--- config.mk ---
export PLATFORM = sky130hd
export DESIGN_NAME = credit_gated_shortest_queue_dispatcher_flat
export DESIGN_NICKNAME = d
export VERILOG_FILES = /design/src/hdl/jsqd_pkg.sv /design/src/hdl/jsqd_if.sv /design/src/hdl/jsqd_ctrl.sv /design/src/hdl/jsqd_dp.sv /design/src/hdl/credit_gated_shortest_queue_dispatcher.sv /design/src/flat_wrapper.sv
export SDC_FILE = /design/constraint.sdc
export NUM_CORES = 1
export LEC_CHECK = 0
export ABC_AREA = 1
export BUFFER_PORTS_ARGS = -buffer_cell sky130_fd_sc_hd__buf_2
export CAP_MARGIN = 10
export CORE_AREA = 3 3 178 180
export CTS_BUF_LIST = sky130_fd_sc_hd__clkbuf_8
export CTS_CLUSTER_DIAMETER = 50
export DETAILED_ROUTE_END_ITERATION = 6
export DIE_AREA = 0 0 181 183
export PLACE_DENSITY = 0.78
export SETUP_SLACK_MARGIN = 0.02
export SYNTH_ARGS = -nofsm -noshare
export SYNTH_HDL_FRONTEND = slang
export SYNTH_SLANG_ARGS = --single-unit
--- constraint.sdc ---
create_clock -name clk -period 3.6 [get_ports clk]
set_input_delay 0.72 -clock clk [delete_from_list [all_inputs] [get_ports clk]]
set_output_delay 0.72 -clock clk [all_outputs]
set_load 0.01 [all_outputs]
--- src/hdl/jsqd_pkg.sv ---
// ----------------------------------------------------------------------------
// jsqd_pkg
// Shared types and constants for the shortest-queue frame dispatcher.
// ----------------------------------------------------------------------------
package jsqd_pkg;

  localparam int MAX_OUTPUTS = 16;
  localparam int MAX_DEPTH   = 1023;

  localparam int OP_W     = 2;
  localparam int IDX_W    = $clog2(MAX_OUTPUTS);
  localparam int DEPTH_W  = 10;
  localparam int CNT_W    = 5;
  localparam int ENA_W    = 16;
  localparam int NUM_W    = 16;
  localparam int STAT_W   = 3;
  localparam int CFG_IDX_W  = 2;
  localparam int CFG_DATA_W = 16;
  localparam int BIT_CNT_W  = $clog2(NUM_W);

  localparam logic [CFG_IDX_W-1:0] CFG_MANUAL_MODE    = 2'd0;
  localparam logic [CFG_IDX_W-1:0] CFG_ACTIVE_OUTPUTS = 2'd1;
  localparam logic [CFG_IDX_W-1:0] CFG_OUTPUT_ENABLE  = 2'd2;
  localparam logic [CFG_IDX_W-1:0] CFG_FRAME_LIMIT    = 2'd3;

  typedef enum logic [OP_W-1:0] {
    OP_GO    = 2'd0,
    OP_FRAME = 2'd1,
    OP_DEPTH = 2'd2
  } op_t;

  typedef enum logic [STAT_W-1:0] {
    STAT_DISPATCHED = 3'd0,
    STAT_DROPPED    = 3'd1,
    STAT_WAITING    = 3'd2,
    STAT_FINISHED   = 3'd3,
    STAT_ACCEPTED   = 3'd4
  } status_t;

  typedef enum logic [2:0] {
    S_IDLE,
    S_DECODE,
    S_MOD,
    S_SCAN,
    S_COMMIT,
    S_RESULT
  } state_t;

  // Commands from the controller to the datapath.
  typedef struct packed {
    logic capture;
    logic decode;
    logic mod_step;
    logic scan_step;
    logic commit;
    logic load_out;
  } cmd_t;

  // Status from the datapath to the controller.
  typedef struct packed {
    logic need_send;
    logic cnt_zero;
    logic mod_last;
    logic scan_last;
    logic out_free;
  } stat_t;

endpackage

--- src/hdl/jsqd_if.sv ---
// ----------------------------------------------------------------------------
// jsqd_in_if / jsqd_out_if
// Valid/ready channels for requests into and results out of the dispatcher.
// ----------------------------------------------------------------------------
interface jsqd_in_if import jsqd_pkg::*; ();
  logic               valid;
  logic               ready;
  logic [OP_W-1:0]    operation;
  logic [IDX_W-1:0]   queue_index;
  logic [DEPTH_W-1:0] queue_depth;

  modport source(output valid, output operation, output queue_index,
                 output queue_depth, input ready);
  modport sink(input valid, input operation, input queue_index,
               input queue_depth, output ready);
endinterface

interface jsqd_out_if import jsqd_pkg::*; ();
  logic              valid;
  logic              ready;
  logic [STAT_W-1:0] status;
  logic [IDX_W-1:0]  target_output;
  logic [NUM_W-1:0]  frame_number;
  logic              finished;

  modport source(output valid, output status, output target_output,
                 output frame_number, output finished, input ready);
  modport sink(input valid, input status, input target_output,
               input frame_number, input finished, output ready);
endinterface

--- src/hdl/jsqd_ctrl.sv ---
// ----------------------------------------------------------------------------
// jsqd_ctrl
// Sequencer: takes one request, runs the modulo and scan phases when a frame
// is sent, then hands the result to the output register.
// ----------------------------------------------------------------------------
module jsqd_ctrl import jsqd_pkg::*; (
  input  logic  clk,
  input  logic  rst,
  input  logic  in_valid,
  output logic  in_ready,
  input  stat_t stat,
  output cmd_t  cmd
);

  state_t state, state_next;

  always_ff @(posedge clk) begin
    if (rst) begin
      state <= S_IDLE;
    end else begin
      state <= state_next;
    end
  end

  always_comb begin
    state_next = state;
    case (state)
      S_IDLE: begin
        if (in_valid) state_next = S_DECODE;
      end
      S_DECODE: begin
        if (!stat.need_send)    state_next = S_RESULT;
        else if (stat.cnt_zero) state_next = S_COMMIT;
        else                    state_next = S_MOD;
      end
      S_MOD: begin
        if (stat.mod_last) state_next = S_SCAN;
      end
      S_SCAN: begin
        if (stat.scan_last) state_next = S_COMMIT;
      end
      S_COMMIT: begin
        state_next = S_RESULT;
      end
      S_RESULT: begin
        if (stat.out_free) state_next = S_IDLE;
      end
      default: begin
        state_next = S_IDLE;
      end
    endcase
  end

  always_comb begin
    cmd      = '0;
    in_ready = 1'b0;
    case (state)
      S_IDLE: begin
        in_ready    = 1'b1;
        cmd.capture = in_valid;
      end
      S_DECODE: cmd.decode    = 1'b1;
      S_MOD:    cmd.mod_step  = 1'b1;
      S_SCAN:   cmd.scan_step = 1'b1;
      S_COMMIT: cmd.commit    = 1'b1;
      S_RESULT: cmd.load_out  = stat.out_free;
      default: begin
        cmd = '0;
      end
    endcase
  end

endmodule

--- src/hdl/jsqd_dp.sv ---
// ----------------------------------------------------------------------------
// jsqd_dp
// Datapath: configuration, credit and depth state, serial modulo, depth
// scan and the output register.
// ----------------------------------------------------------------------------
module jsqd_dp import jsqd_pkg::*; (
  input  logic                  clk,
  input  logic                  rst,
  input  logic                  cfg_write,
  input  logic [CFG_IDX_W-1:0]  cfg_index,
  input  logic [CFG_DATA_W-1:0] cfg_data,
  input  logic [OP_W-1:0]       in_operation,
  input  logic [IDX_W-1:0]      in_queue_index,
  input  logic [DEPTH_W-1:0]    in_queue_depth,
  output logic                  out_valid,
  input  logic                  out_ready,
  output logic [STAT_W-1:0]     out_status,
  output logic [IDX_W-1:0]      out_target_output,
  output logic [NUM_W-1:0]      out_frame_number,
  output logic                  out_finished,
  input  cmd_t                  cmd,
  output stat_t                 stat
);

  // Configuration registers.
  logic              manual_mode;
  logic [CNT_W-1:0]  active_outputs;
  logic [ENA_W-1:0]  output_enable;
  logic [NUM_W-1:0]  frame_limit;

  // Dispatcher state.
  logic [NUM_W-1:0]   go_credits;
  logic [NUM_W-1:0]   waiting_frames;
  logic [NUM_W-1:0]   frame_counter;
  logic [DEPTH_W-1:0] queue_depths [MAX_OUTPUTS];
  logic               done_flag;

  // Captured request.
  logic [OP_W-1:0]    op_q;
  logic [IDX_W-1:0]   qi_q;
  logic [DEPTH_W-1:0] qd_q;

  // Modulo and scan working registers.
  logic [BIT_CNT_W-1:0] bit_cnt;
  logic [IDX_W-1:0]     scan_idx;
  logic [IDX_W-1:0]     scan_cnt;
  logic                 found;
  logic [IDX_W-1:0]     best;
  logic [DEPTH_W-1:0]   best_depth;

  // Result waiting for the output register.
  status_t            res_status;
  logic [IDX_W-1:0]   res_target;
  logic [NUM_W-1:0]   res_number;
  logic               res_finished;

  logic [CNT_W-1:0]   cnt;
  logic [CNT_W-1:0]   mod_shift;
  logic [CNT_W-1:0]   mod_sub;
  logic [CNT_W-1:0]   idx_inc;
  logic [DEPTH_W-1:0] cur_depth;
  logic               take;
  logic [NUM_W-1:0]   fc_inc;
  logic               done_next;
  logic               need_send;

  assign cnt = (active_outputs > CNT_W'(MAX_OUTPUTS)) ? CNT_W'(MAX_OUTPUTS)
                                                      : active_outputs;

  // One restoring step of frame_counter modulo cnt, most significant bit first.
  assign mod_shift = {scan_idx, frame_counter[~bit_cnt]};
  assign mod_sub   = (mod_shift >= cnt) ? (mod_shift - cnt) : mod_shift;

  assign idx_inc   = {1'b0, scan_idx} + CNT_W'(1);
  assign cur_depth = queue_depths[scan_idx];
  assign take      = output_enable[scan_idx] && (!found || (cur_depth < best_depth));

  assign fc_inc    = frame_counter + NUM_W'(1);
  assign done_next = (frame_limit != '0) && (fc_inc == frame_limit);

  always_comb begin
    need_send = 1'b0;
    if (!done_flag) begin
      case (op_q)
        OP_GO:    need_send = (waiting_frames != '0);
        OP_FRAME: need_send = !manual_mode || (go_credits != '0);
        default:  need_send = 1'b0;
      endcase
    end
  end

  assign stat.need_send = need_send;
  assign stat.cnt_zero  = (cnt == '0);
  assign stat.mod_last  = (bit_cnt == '1);
  assign stat.scan_last = ({1'b0, scan_cnt} == (cnt - CNT_W'(1)));
  assign stat.out_free  = !out_valid || out_ready;

  always_ff @(posedge clk) begin
    if (rst) begin
      manual_mode    <= 1'b1;
      active_outputs <= CNT_W'(1);
      output_enable  <= ENA_W'(1);
      frame_limit    <= '0;
    end else if (cfg_write) begin
      case (cfg_index)
        CFG_MANUAL_MODE:    manual_mode    <= cfg_data[0];
        CFG_ACTIVE_OUTPUTS: active_outputs <= cfg_data[CNT_W-1:0];
        CFG_OUTPUT_ENABLE:  output_enable  <= cfg_data[ENA_W-1:0];
        CFG_FRAME_LIMIT:    frame_limit    <= cfg_data[NUM_W-1:0];
        default: begin
        end
      endcase
    end
  end

  always_ff @(posedge clk) begin
    if (cmd.capture) begin
      op_q <= in_operation;
      qi_q <= in_queue_index;
      qd_q <= in_queue_depth;
    end
  end

  always_ff @(posedge clk) begin
    if (rst) begin
      go_credits     <= '0;
      waiting_frames <= '0;
      frame_counter  <= '0;
      done_flag      <= 1'b0;
      for (int k = 0; k < MAX_OUTPUTS; k++) begin
        queue_depths[k] <= '0;
      end
    end else if (cmd.decode && !done_flag) begin
      case (op_q)
        OP_GO: begin
          if (waiting_frames != '0)  waiting_frames <= waiting_frames - NUM_W'(1);
          else if (go_credits != '1) go_credits     <= go_credits + NUM_W'(1);
        end
        OP_FRAME: begin
          if (manual_mode) begin
            if (go_credits != '0)          go_credits     <= go_credits - NUM_W'(1);
            else if (waiting_frames != '1) waiting_frames <= waiting_frames + NUM_W'(1);
          end
        end
        OP_DEPTH: begin
          queue_depths[qi_q] <= (qd_q > DEPTH_W'(MAX_DEPTH)) ? DEPTH_W'(MAX_DEPTH) : qd_q;
        end
        default: begin
        end
      endcase
    end else if (cmd.commit) begin
      if (found && (best_depth < DEPTH_W'(MAX_DEPTH))) begin
        queue_depths[best] <= best_depth + DEPTH_W'(1);
      end
      frame_counter <= fc_inc;
      if (done_next) done_flag <= 1'b1;
    end
  end

  // Modulo and scan share scan_idx: the remainder becomes the first index.
  always_ff @(posedge clk) begin
    if (cmd.decode) begin
      bit_cnt  <= '0;
      scan_idx <= '0;
      scan_cnt <= '0;
      found    <= 1'b0;
    end else if (cmd.mod_step) begin
      bit_cnt  <= bit_cnt + BIT_CNT_W'(1);
      scan_idx <= mod_sub[IDX_W-1:0];
    end else if (cmd.scan_step) begin
      scan_cnt <= scan_cnt + IDX_W'(1);
      scan_idx <= (idx_inc == cnt) ? '0 : idx_inc[IDX_W-1:0];
      if (take) begin
        found      <= 1'b1;
        best       <= scan_idx;
        best_depth <= cur_depth;
      end
    end
  end

  always_ff @(posedge clk) begin
    if (cmd.decode) begin
      res_target   <= '0;
      res_number   <= frame_counter;
      res_finished <= done_flag;
      if (done_flag) begin
        res_status <= STAT_FINISHED;
      end else if ((op_q == OP_FRAME) && manual_mode && (go_credits == '0)) begin
        res_status <= STAT_WAITING;
      end else begin
        res_status <= STAT_ACCEPTED;
      end
    end else if (cmd.commit) begin
      res_status   <= found ? STAT_DISPATCHED : STAT_DROPPED;
      res_target   <= found ? best : '0;
      res_number   <= frame_counter;
      res_finished <= done_flag || done_next;
    end
  end

  always_ff @(posedge clk) begin
    if (rst) begin
      out_valid <= 1'b0;
    end else if (cmd.load_out) begin
      out_valid <= 1'b1;
    end else if (out_ready) begin
      out_valid <= 1'b0;
    end
  end

  always_ff @(posedge clk) begin
    if (cmd.load_out) begin
      out_status        <= res_status;
      out_target_output <= res_target;
      out_frame_number  <= res_number;
      out_finished      <= res_finished;
    end
  end

endmodule

--- src/hdl/credit_gated_shortest_queue_dispatcher.sv ---
// ----------------------------------------------------------------------------
// credit_gated_shortest_queue_dispatcher
// Routes each frame to the enabled output with the fewest queued frames,
// gated by go credits in manual mode.
// ----------------------------------------------------------------------------
// Channel   Direction  Handshake        Payload
// in_ch     in         valid/ready      operation, queue_index, queue_depth
// out_ch    out        valid/ready      status, target_output, frame_number,
//                                       finished
// cfg       in         cfg_write only   cfg_index, cfg_data
//
// One request at a time. A request that sends a frame runs a serial modulo
// of the frame counter for the rotating start, then scans one stored depth
// per cycle over the N active outputs; with no active output the modulo and
// scan are skipped. Other requests go straight from decode to the result.
// Synchronous active-high reset clears the credit, waiting and frame counters and depth copies.
// A full output register stalls the result; the next request is accepted
// once the current result has moved into the output register.
// ----------------------------------------------------------------------------
module credit_gated_shortest_queue_dispatcher import jsqd_pkg::*; (
  input  logic                  clk,
  input  logic                  rst,
  jsqd_in_if.sink               in_ch,
  jsqd_out_if.source            out_ch,
  input  logic                  cfg_write,
  input  logic [CFG_IDX_W-1:0]  cfg_index,
  input  logic [CFG_DATA_W-1:0] cfg_data
);

  cmd_t  cmd;
  stat_t stat;

  jsqd_ctrl u_ctrl (
    .clk      (clk),
    .rst      (rst),
    .in_valid (in_ch.valid),
    .in_ready (in_ch.ready),
    .stat     (stat),
    .cmd      (cmd)
  );

  jsqd_dp u_dp (
    .clk               (clk),
    .rst               (rst),
    .cfg_write         (cfg_write),
    .cfg_index         (cfg_index),
    .cfg_data          (cfg_data),
    .in_operation      (in_ch.operation),
    .in_queue_index    (in_ch.queue_index),
    .in_queue_depth    (in_ch.queue_depth),
    .out_valid         (out_ch.valid),
    .out_ready         (out_ch.ready),
    .out_status        (out_ch.status),
    .out_target_output (out_ch.target_output),
    .out_frame_number  (out_ch.frame_number),
    .out_finished      (out_ch.finished),
    .cmd               (cmd),
    .stat              (stat)
  );

endmodule

--- src/flat_wrapper.sv ---
// flat-port wrapper written by rule: the top's interface ports become plain ports
module credit_gated_shortest_queue_dispatcher_flat import jsqd_pkg::*;
  (clk, rst, cfg_write, cfg_index, cfg_data, in_ch_valid, in_ch_operation, in_ch_queue_index, in_ch_queue_depth, in_ch_ready, out_ch_valid, out_ch_status, out_ch_target_output, out_ch_frame_number, out_ch_finished, out_ch_ready);
  jsqd_in_if in_ch_i ();
  jsqd_out_if out_ch_i ();
  input  logic clk;
  input  logic rst;
  input  logic cfg_write;
  input  logic [CFG_IDX_W-1:0] cfg_index;
  input  logic [CFG_DATA_W-1:0] cfg_data;
  input wire logic [$bits(in_ch_i.valid)-1:0] in_ch_valid;
  input wire logic [$bits(in_ch_i.operation)-1:0] in_ch_operation;
  input wire logic [$bits(in_ch_i.queue_index)-1:0] in_ch_queue_index;
  input wire logic [$bits(in_ch_i.queue_depth)-1:0] in_ch_queue_depth;
  output wire logic [$bits(in_ch_i.ready)-1:0] in_ch_ready;
  output wire logic [$bits(out_ch_i.valid)-1:0] out_ch_valid;
  output wire logic [$bits(out_ch_i.status)-1:0] out_ch_status;
  output wire logic [$bits(out_ch_i.target_output)-1:0] out_ch_target_output;
  output wire logic [$bits(out_ch_i.frame_number)-1:0] out_ch_frame_number;
  output wire logic [$bits(out_ch_i.finished)-1:0] out_ch_finished;
  input wire logic [$bits(out_ch_i.ready)-1:0] out_ch_ready;
  assign in_ch_i.valid = in_ch_valid;
  assign in_ch_i.operation = in_ch_operation;
  assign in_ch_i.queue_index = in_ch_queue_index;
  assign in_ch_i.queue_depth = in_ch_queue_depth;
  assign in_ch_ready = in_ch_i.ready;
  assign out_ch_valid = out_ch_i.valid;
  assign out_ch_status = out_ch_i.status;
  assign out_ch_target_output = out_ch_i.target_output;
  assign out_ch_frame_number = out_ch_i.frame_number;
  assign out_ch_finished = out_ch_i.finished;
  assign out_ch_i.ready = out_ch_ready;
  credit_gated_shortest_queue_dispatcher u_core (.clk(clk), .rst(rst), .in_ch(in_ch_i), .out_ch(out_ch_i), .cfg_write(cfg_write), .cfg_index(cfg_index), .cfg_data(cfg_data));
endmodule
Word-level counts from Yosys, hierarchy flattened
Memory sizes are Yosys's and may differ from the RTL's. A register that Yosys moved wholly into a read port is not among the register bits.
Index checks and enable logic that the tools add are counted.
Cells by class
  add/subtract/negate cells: 11
  magnitude comparators: 7
  equal/unequal tests: 27
  multiplexer cells: 67
  bitwise logic cells: 4
  reduce and logical (&&, ||, !) cells: 40
Operators by type and width (number)
  two-way mux 16 bit: 10
  case mux 16 bit (2 select lines): 2
  adder 16 x 1 -> 16 bit (second input constant): 3
  nonzero test 16 bit: 3
  two-way mux 4 bit: 9
  != test 16 bit (second input constant): 2
  subtractor 16 x 1 -> 16 bit (second input constant): 2
  two-way mux 10 bit: 3
  two-way mux 3 bit: 10
  two-way mux 1 bit: 28
  OR reduction 10 bit: 2
  != test 2 bit (second input constant): 9
  case mux 3 bit (6 select lines): 1
  == test 16 bit: 1
  logical NOT 16 bit: 1
  AND reduction 2 bit: 6
  AND reduction 6 bit: 2
  adder 10 x 1 -> 10 bit (second input constant): 1
  greater-than comparator 10 bit (second input constant): 1
  < comparator 10 bit: 1
  < comparator 10 bit (second input constant): 1
  < comparator 4 x 5 -> 1 bit (second input constant): 2
  adder 4 x 1 -> 4 bit (second input constant): 2
  binary-select mux 1 bit (select 4 bit): 2
  27 further kinds: 52
Storage, ports and cells
  bits in registers: 182
  RAM bits: 160
  bits of input ports: 39
  memories: 1
Memory list
  u_core.u_dp.queue_depths: words 16, bits a word 10, rd ports 1, clocked after memory_dff 1, write ports 16, line jsqd_dp.sv:35  | logic [DEPTH_W-1:0] queue_depths [MAX_OUTPUTS];

Logic depth before layout (Yosys ltp)
Gate-level depths: netlist of the first run.
  depth after elaboration: 9
  gate-level depth with buffers: 21
  mapped depth without buffers: 20

Modules after synthesis
A second synthesis of the first run with hierarchy kept.
Second synthesis, totals
  cells, all modules: 1987
  area, all modules: 18783.0 µm²
By module, submodules not included
  jsqd_dp: times used 1, cells each 1938, area each 18495.2 µm²
  jsqd_ctrl: times used 1, cells each 49, area each 287.8 µm²

Worst setup path after synthesis of the first run
Ideal clock, no wire load.
  kind: register -> register
  from: register with a tool-made name
  to: register u_core.u_dp.best[0], enable pin
  library setup time: 390 ps
  arrival: 3240 ps
  data required time: 3210 ps
  path slack: -30 ps
  cell stages (with the launch flop): 18
  path buffers: 4
  clock period less this slack: 3630 ps
  cell sequence: dfxtp_1 > clkbuf_1 > clkbuf_1 > buf_2 > clkbuf_1 > a21oi_1 > o21ai_0 > o211ai_1 > nand3_1 > nand2_1 > ha_1 > a21oi_1 > nor2_1 > a211oi_1 > nor2_1 > nor2_1 > nand2_1 > a21oi_1
RTL lines
  end signal, assigned: line jsqd_dp.sv:175  | best <= scan_idx;
  end, declared: line jsqd_dp.sv:48  | logic [IDX_W-1:0] best;

==> results of run 1 <==
==> worst reg2reg max path: cells and delay by family, from the launching register on <==
kind,cells,cell delay [ns]
AOI/OAI and AO/OA,6,0.65
and+or+nand+nor,4,0.50
DFF,1,0.69
adders and majority gates,1,0.34
buffers and inverters,3,0.76
==> stage by stage <==
step / utilization (%) / worst slack [ns]
after floorplan: - / 0.196
after global placement: 60.2 / 0.499
after detailed placement: 60.2 / 0.420
after CTS: 63.6 / 0.390
after global routing: 63.6 / 0.146
final: 63.6 / 0.346
==> flip-flops by register name, indices dropped and copies added (netlist names), 3 cells and up, named ones only <==
register                       count
u_core.u_ctrl.state                3
u_core.u_dp.output_enable         16
u_core.u_dp.qi_q                   4
u_core.u_dp.scan_cnt               4
u_core.u_dp.bit_cnt                4
u_core.u_dp.waiting_frames        16
u_core.u_dp.res_number            16
u_core.u_dp.out_frame_number      16
u_core.u_dp.res_status             3
u_core.u_dp.frame_counter         16
u_core.u_dp.out_status             3
u_core.u_dp.qd_q                  10
u_core.u_dp.scan_idx               4
u_core.u_dp.best                   4
u_core.u_dp.frame_limit           16
u_core.u_dp.best_depth            10
u_core.u_dp.queue_depths         160
u_core.u_dp.res_target             4
u_core.u_dp.active_outputs         5
u_core.u_dp.go_credits            16
u_core.u_dp.out_target_output      4
==> per-layer routing <==
layer / routed length, um / share of wire, % / global-route usage [%]
met2: 20500 / 47 / 42.6
met5: 0 / 0 / 0
met3: 3500 / 8.0 / 4.46
met4: 1330 / 3.0 / 8.84
met1: 18700 / 43 / 36.4
==> power breakdown <==
part	total [uW]	switching (uW)	internal [uW]
logic	4900	3210	1690
registers	5490	551	4930
clock network	3160	1560	1600
total	13500	5330	8220
==> cell usage after synthesis, types with 21 or more instances <==
master,n,area share [%]
inv_1,182,3.9
a21oi_1,163,4.7
o211ai_1,48,2.1
clkbuf_1,53,1.1
o21ai_0,165,4.7
dfxtp_1,112,13
ha_1,48,3.4
nand4_1,21,0.75
nand2_1,269,5.8
nor3_2,28,1.6
nand3_1,103,2.9
nor2_1,231,5.0
mux2i_1,40,2.3
xor2_1,28,1.4
edfxtp_1,234,40
nor3_1,61,1.7
buf_2,28,0.80
==> path summary, 6_finish.rpt <==
check                                                         start  cells past startpoint                                         to
worst max-delay path                                       register                     14              u_core.u_dp.best[1]$_DFFE_PP_
worst min-delay path                           in_ch_queue_depth[4]                      1              u_core.u_dp.qd_q[4]$_DFFE_PP_
worst max register to register                             register                     14              u_core.u_dp.best[1]$_DFFE_PP_
worst min register to register  u_core.u_dp.res_number[1]$_DFFE_PP_                      0  u_core.u_dp.out_frame_number[1]$_DFFE_PP_
==> logic make-up after synthesis <==
logic type | after synthesis | synth area share [%]
flops | 346 | 52.9
compound gates | 409 | 13.1
buf+inv | 284 | 6.70
simple gates | 734 | 18.7
xor+xnor | 45 | 2.25
mux | 42 | 2.44
fa+ha+maj | 51 | 3.77
==> final cells by class <==
cell class,count,share of cell area [%]
repair buffers,113,3.76
clock buffers,60,4.28
clock inverters,42,1.04
inverters,189,3.67
flip-flops and latches,346,48.0
well taps,396,2.57
multi-input cells,1281,36.7
==> metrics.txt, run 1 <==
CP top delay family buffers and inverters; Crit path arrival time 3.55 ns; die height 183 um; fin area 19,300 um^2; Yosys cell types 50; via count 14,100; Synth async-reset ratio 0%; filler cell count 2,450; syn nets 2,001; crit-path cells buf_12 -> buf_12 -> a21oi_1 -> o21ai_0 -> o211ai_1 -> nand3_1 -> nand2_1 -> ha_1 -> a21oi_1 -> o21ai_0 -> nor2_1 -> nand2_1 -> a21oi_2 -> buf_4; total wire length 44.0 mm; placed insts 2,325; Layout Cells excl Fill 2,427; hold-fix buffers at CTS 0; postcts setup bufs 0; RSZ-0062 raised after global routing false; worst vdd rail ir drop 0.000335 V; Worst Setup End Kind register; crit path max fanout 44; measured slew at the worst slew-check pin 0.857 ns; routed len/inst 18.1 um; clock skew 0.0221 ns; clock sinks 346; DIE WIDTH 181 um; CP startpoint kind register; hpwl dp 31.0 mm; initial drt markers 1,456; first-pass GRT wire length 70.7 mm; Placeable Area 30,300 um^2; post-DR vias/cell 5.82; CTS clk-pin slew, worst paths 0.06 ns; Pre-antenna DRT Iters 6; status finished clean; Post-Syn Area 17,500 um^2; initial antenna violation count 0; ANT cells 0; r2r setup slk 0.35 ns; number of synthesized flops with an enable pin 234; clock latency on the worst-skew pair 0.62 ns; final net count 2,077; largest net degree at the start of global routing 45; pwr dens 702 nW/um^2; most frequent cells in the layout nand2_1 (269), edfxtp_1 (234), nor2_1 (230), inv_1 (207), o21ai_0 (165); Initial Utilization 57.7%; DP Area 18,300 um^2; Root Buffer clkbuf_8; area of the multi-input gates 7080 um^2; Power, Total 13,500 uW; layout cells sized above 1 12.0%; CTS Buf Count 56; Worst path max stage delay 0.69 ns; P_leak 0.00778 uW; Clock Tree Buf Depth 3; maximum clock frequency 0.307 GHz; Req. time, crit path 3.89 ns; total gr overflow 0; setup TNS 0 ns; Synth Flop Type edfxtp_1; CP max-delay cell dfxtp_4; Total GRT Usage 26.3%; DR DRC count 0; Setup CP Type register to register; Final Critical Period 3.25 ns; FF+latch count, synth 346; IO Count 65; most common cell after layout, fill and taps aside nand2_1; FF/Latch Area 9270 um^2; CTS tree yes; final setup vio count 0; Buffers on Ports 64; relative slew slack 42.7%; max cap viols 0; Final Hold Viols 0; register area share after synthesis 52.9%; YS warnings 0; antenna viol nets, final 0; Rows 64; via count of the first global-routing pass 13,300; Hold Path Class input port to register; die area 33,100 um^2; max-slew violations 0; Post-CTS Resized 0; period utilization 90.4%; Syn Area/Cell 9.16 um^2; gpl congestion 0.935; CTS H-tree lvls 2; Buf/Inv on CP 3; Fin Hold WS 0.295 ns; P&R area growth vs syn 10.3%; Synth Instances 1,911
Note: power is estimated with default switching activity, not from simulation.
==> run 2, diff against run 1 <==
--- a/config.mk
+++ b/config.mk
@@ -14,6 +14,7 @@
 export DETAILED_ROUTE_END_ITERATION = 6
 export DIE_AREA = 0 0 181 183
 export PLACE_DENSITY = 0.78
+export RECOVER_POWER = 100
 export SETUP_SLACK_MARGIN = 0.02
 export SYNTH_ARGS = -nofsm -noshare
 export SYNTH_HDL_FRONTEND = slang
==> run 2 against run 1 <==
Compared with the run above: total power decreased by 0.72%; cell count unchanged; core utilization decreased by 0.80 points; flip-flop and latch count unchanged; final area decreased by 1.3%; critical path depth decreased by 5; clock skew increased by 0.0032 ns; clock power about the same; first-iteration DRC count decreased by 9.5%; combinational power decreased by 2%; critical path type unchanged; critical endpoint is now u_core.u_dp.queue_depths[10][4]$_SDFFCE_PN0P_.
==> metrics.txt, run 2 (same netlist as run 1, synthesis figures left out) <==
initial antenna violation count 0; final setup vio count 0; clock latency on the worst-skew pair 0.62 ns; CP endpoint u_core.u_dp.queue_depths[10][4]$_SDFFCE_PN0P_; IO Count 65; CP max-delay cell clkbuf_1; Setup CP Type register to register; crit path max fanout 16; die height 183 um; P_leak 0.00764 uW; Buffers on Ports 64; total wire length 44.1 mm; Initial Utilization 57.7%; hpwl dp 31.0 mm; RSZ-0062 raised after global routing false; DP Area 18,300 um^2; via count of the first global-routing pass 13,300; relative slew slack 1.40%; routed len/inst 18.2 um; status finished clean; clock sinks 346; Post-CTS Resized 0; most common cell after layout, fill and taps aside nand2_1; layout cells sized above 1 8.62%; antenna viol nets, final 0; crit path launch u_core.u_dp.best_depth[0]$_DFFE_PP_; Root Buffer clkbuf_8; Req. time, crit path 3.91 ns; max-slew violations 0; filler cell count 2,510; P&R area growth vs syn 8.92%; postcts setup bufs 0; Clock Tree Buf Depth 3; via count 14,100; initial drt markers 1,318; Hold Path Class input port to register; fin area 19,100 um^2; r2r setup slk 0.29 ns; measured slew at the worst slew-check pin 1.48 ns; ANT cells 0; CP startpoint kind register; hold-fix buffers at CTS 0; largest net degree at the start of global routing 45; Worst path max stage delay 0.82 ns; Total GRT Usage 26.3%; GRT met1 Usage 36.4%; met3 usage 4.46%; worst vdd rail ir drop 0.000336 V; pwr dens 705 nW/um^2; max reg flops 160; FF-to-FF path depth 9; CTS clk-pin slew, worst paths 0.06 ns; Top reg by flops u_core.u_dp.queue_depths; Worst Setup End Kind register; DIE WIDTH 181 um; reg2reg end u_core.u_dp.queue_depths[10][4]$_SDFFCE_PN0P_; Placeable Area 30,300 um^2; period utilization 92.0%; most frequent cells in the layout nand2_1 (270), edfxtp_1 (234), nor2_1 (231), inv_1 (211), o21ai_0 (167); max cap viols 0; launching point of the worst reg2reg path u_core.u_dp.best_depth[0]$_DFFE_PP_; Pre-antenna DRT Iters 5; Crit path arrival time 3.62 ns; DR DRC count 0; post-DR vias/cell 5.81; Rows 64; final net count 2,077; CTS Buf Count 56; Final Hold Viols 0; clock skew 0.0253 ns; Fin Hold WS 0.295 ns; setup TNS 0 ns; Top Usage Layer GRT met2; gpl congestion 0.935; die area 33,100 um^2; crit-path cells ha_1 -> nand3_2 -> nor3_4 -> nand3_1 -> o21ai_4 -> buf_4 -> mux2i_1 -> clkbuf_1 -> nor2_1; maximum clock frequency 0.302 GHz; CTS H-tree lvls 2; first-pass GRT wire length 70.7 mm; total gr overflow 0; Final Critical Period 3.31 ns; CTS tree yes; grt met2 use 42.6%
## run 2: cell count changes in the layout (fill, tap and decap cells not counted), moves of 16 or more
cell and delta:
clkbuf_1 +41, nor3_1 +20, buf_4 -29, clkbuf_2 +16, buf_2 -29, nor3_2 -19
## run 2: worst min path at each step
stage / from / end / cells after the start
after global routing: in_ch_queue_index[3] / u_core.u_dp.qi_q[3]$_DFFE_PP_ / 1
after floorplan: u_core.u_dp.res_finished$_DFFE_PP_ / u_core.u_dp.out_finished$_DFFE_PP_ / 0
after CTS: in_ch_queue_depth[4] / u_core.u_dp.qd_q[4]$_DFFE_PP_ / 1
after global placement: u_core.u_dp.res_number[11]$_DFFE_PP_ / u_core.u_dp.out_frame_number[11]$_DFFE_PP_ / 0
final: in_ch_queue_depth[4] / u_core.u_dp.qd_q[4]$_DFFE_PP_ / 1
after detailed placement: u_core.u_dp.res_number[4]$_DFFE_PP_ / u_core.u_dp.out_frame_number[4]$_DFFE_PP_ / 0
## run 2: where the power goes
group          switching, uW  total (uW)  internal (uW)
Combinational           3190        4800           1620
Sequential               541        5480           4940
Clock                   1570        3170           1600
## run 2: critical path, delay by kind of cell (launching register included)
kind	cells	cell delay, ns
multiplexers	1	0.21
buffers and inverters	2	1.15
AO/OA/AOI/OAI	1	0.41
flip-flops	1	0.40
adder cells (fa/ha/maj)	1	0.22
AND/OR/NAND/NOR	4	0.60
## run 2: layout make-up
cell class | count | area (um^2) | share of cell area (%)
clock buffers | 60 | 826 | 4.33
clock inverters | 42 | 200 | 1.05
inverters | 189 | 709 | 3.72
multi-input cells | 1281 | 6960 | 36.5
flip-flops and latches | 346 | 9270 | 48.6
well taps | 396 | 495 | 2.60
repair buffers | 113 | 604 | 3.17
## run 2: metrics by stage
stage	worst slack, ns	std cells	total power [uW]	utilization, %
after floorplan	0.196	1911	8900	-
after global placement	0.499	2325	10200	60.2
after detailed placement	0.420	2325	10400	60.2
after CTS	0.390	2427	13500	63.6
after global routing	0.0751	2427	14300	62.8
final	0.286	2427	13500	62.8
## run 2: metal layers
| metal | vias up | wire length, um |
|---|---|---|
| li1 | 6733 | - |
| met1 | 6663 | 18600 |
| met2 | 597 | 20400 |
| met3 | 99 | 3690 |
| met4 | 0 | 1400 |
| met5 | - | 0 |
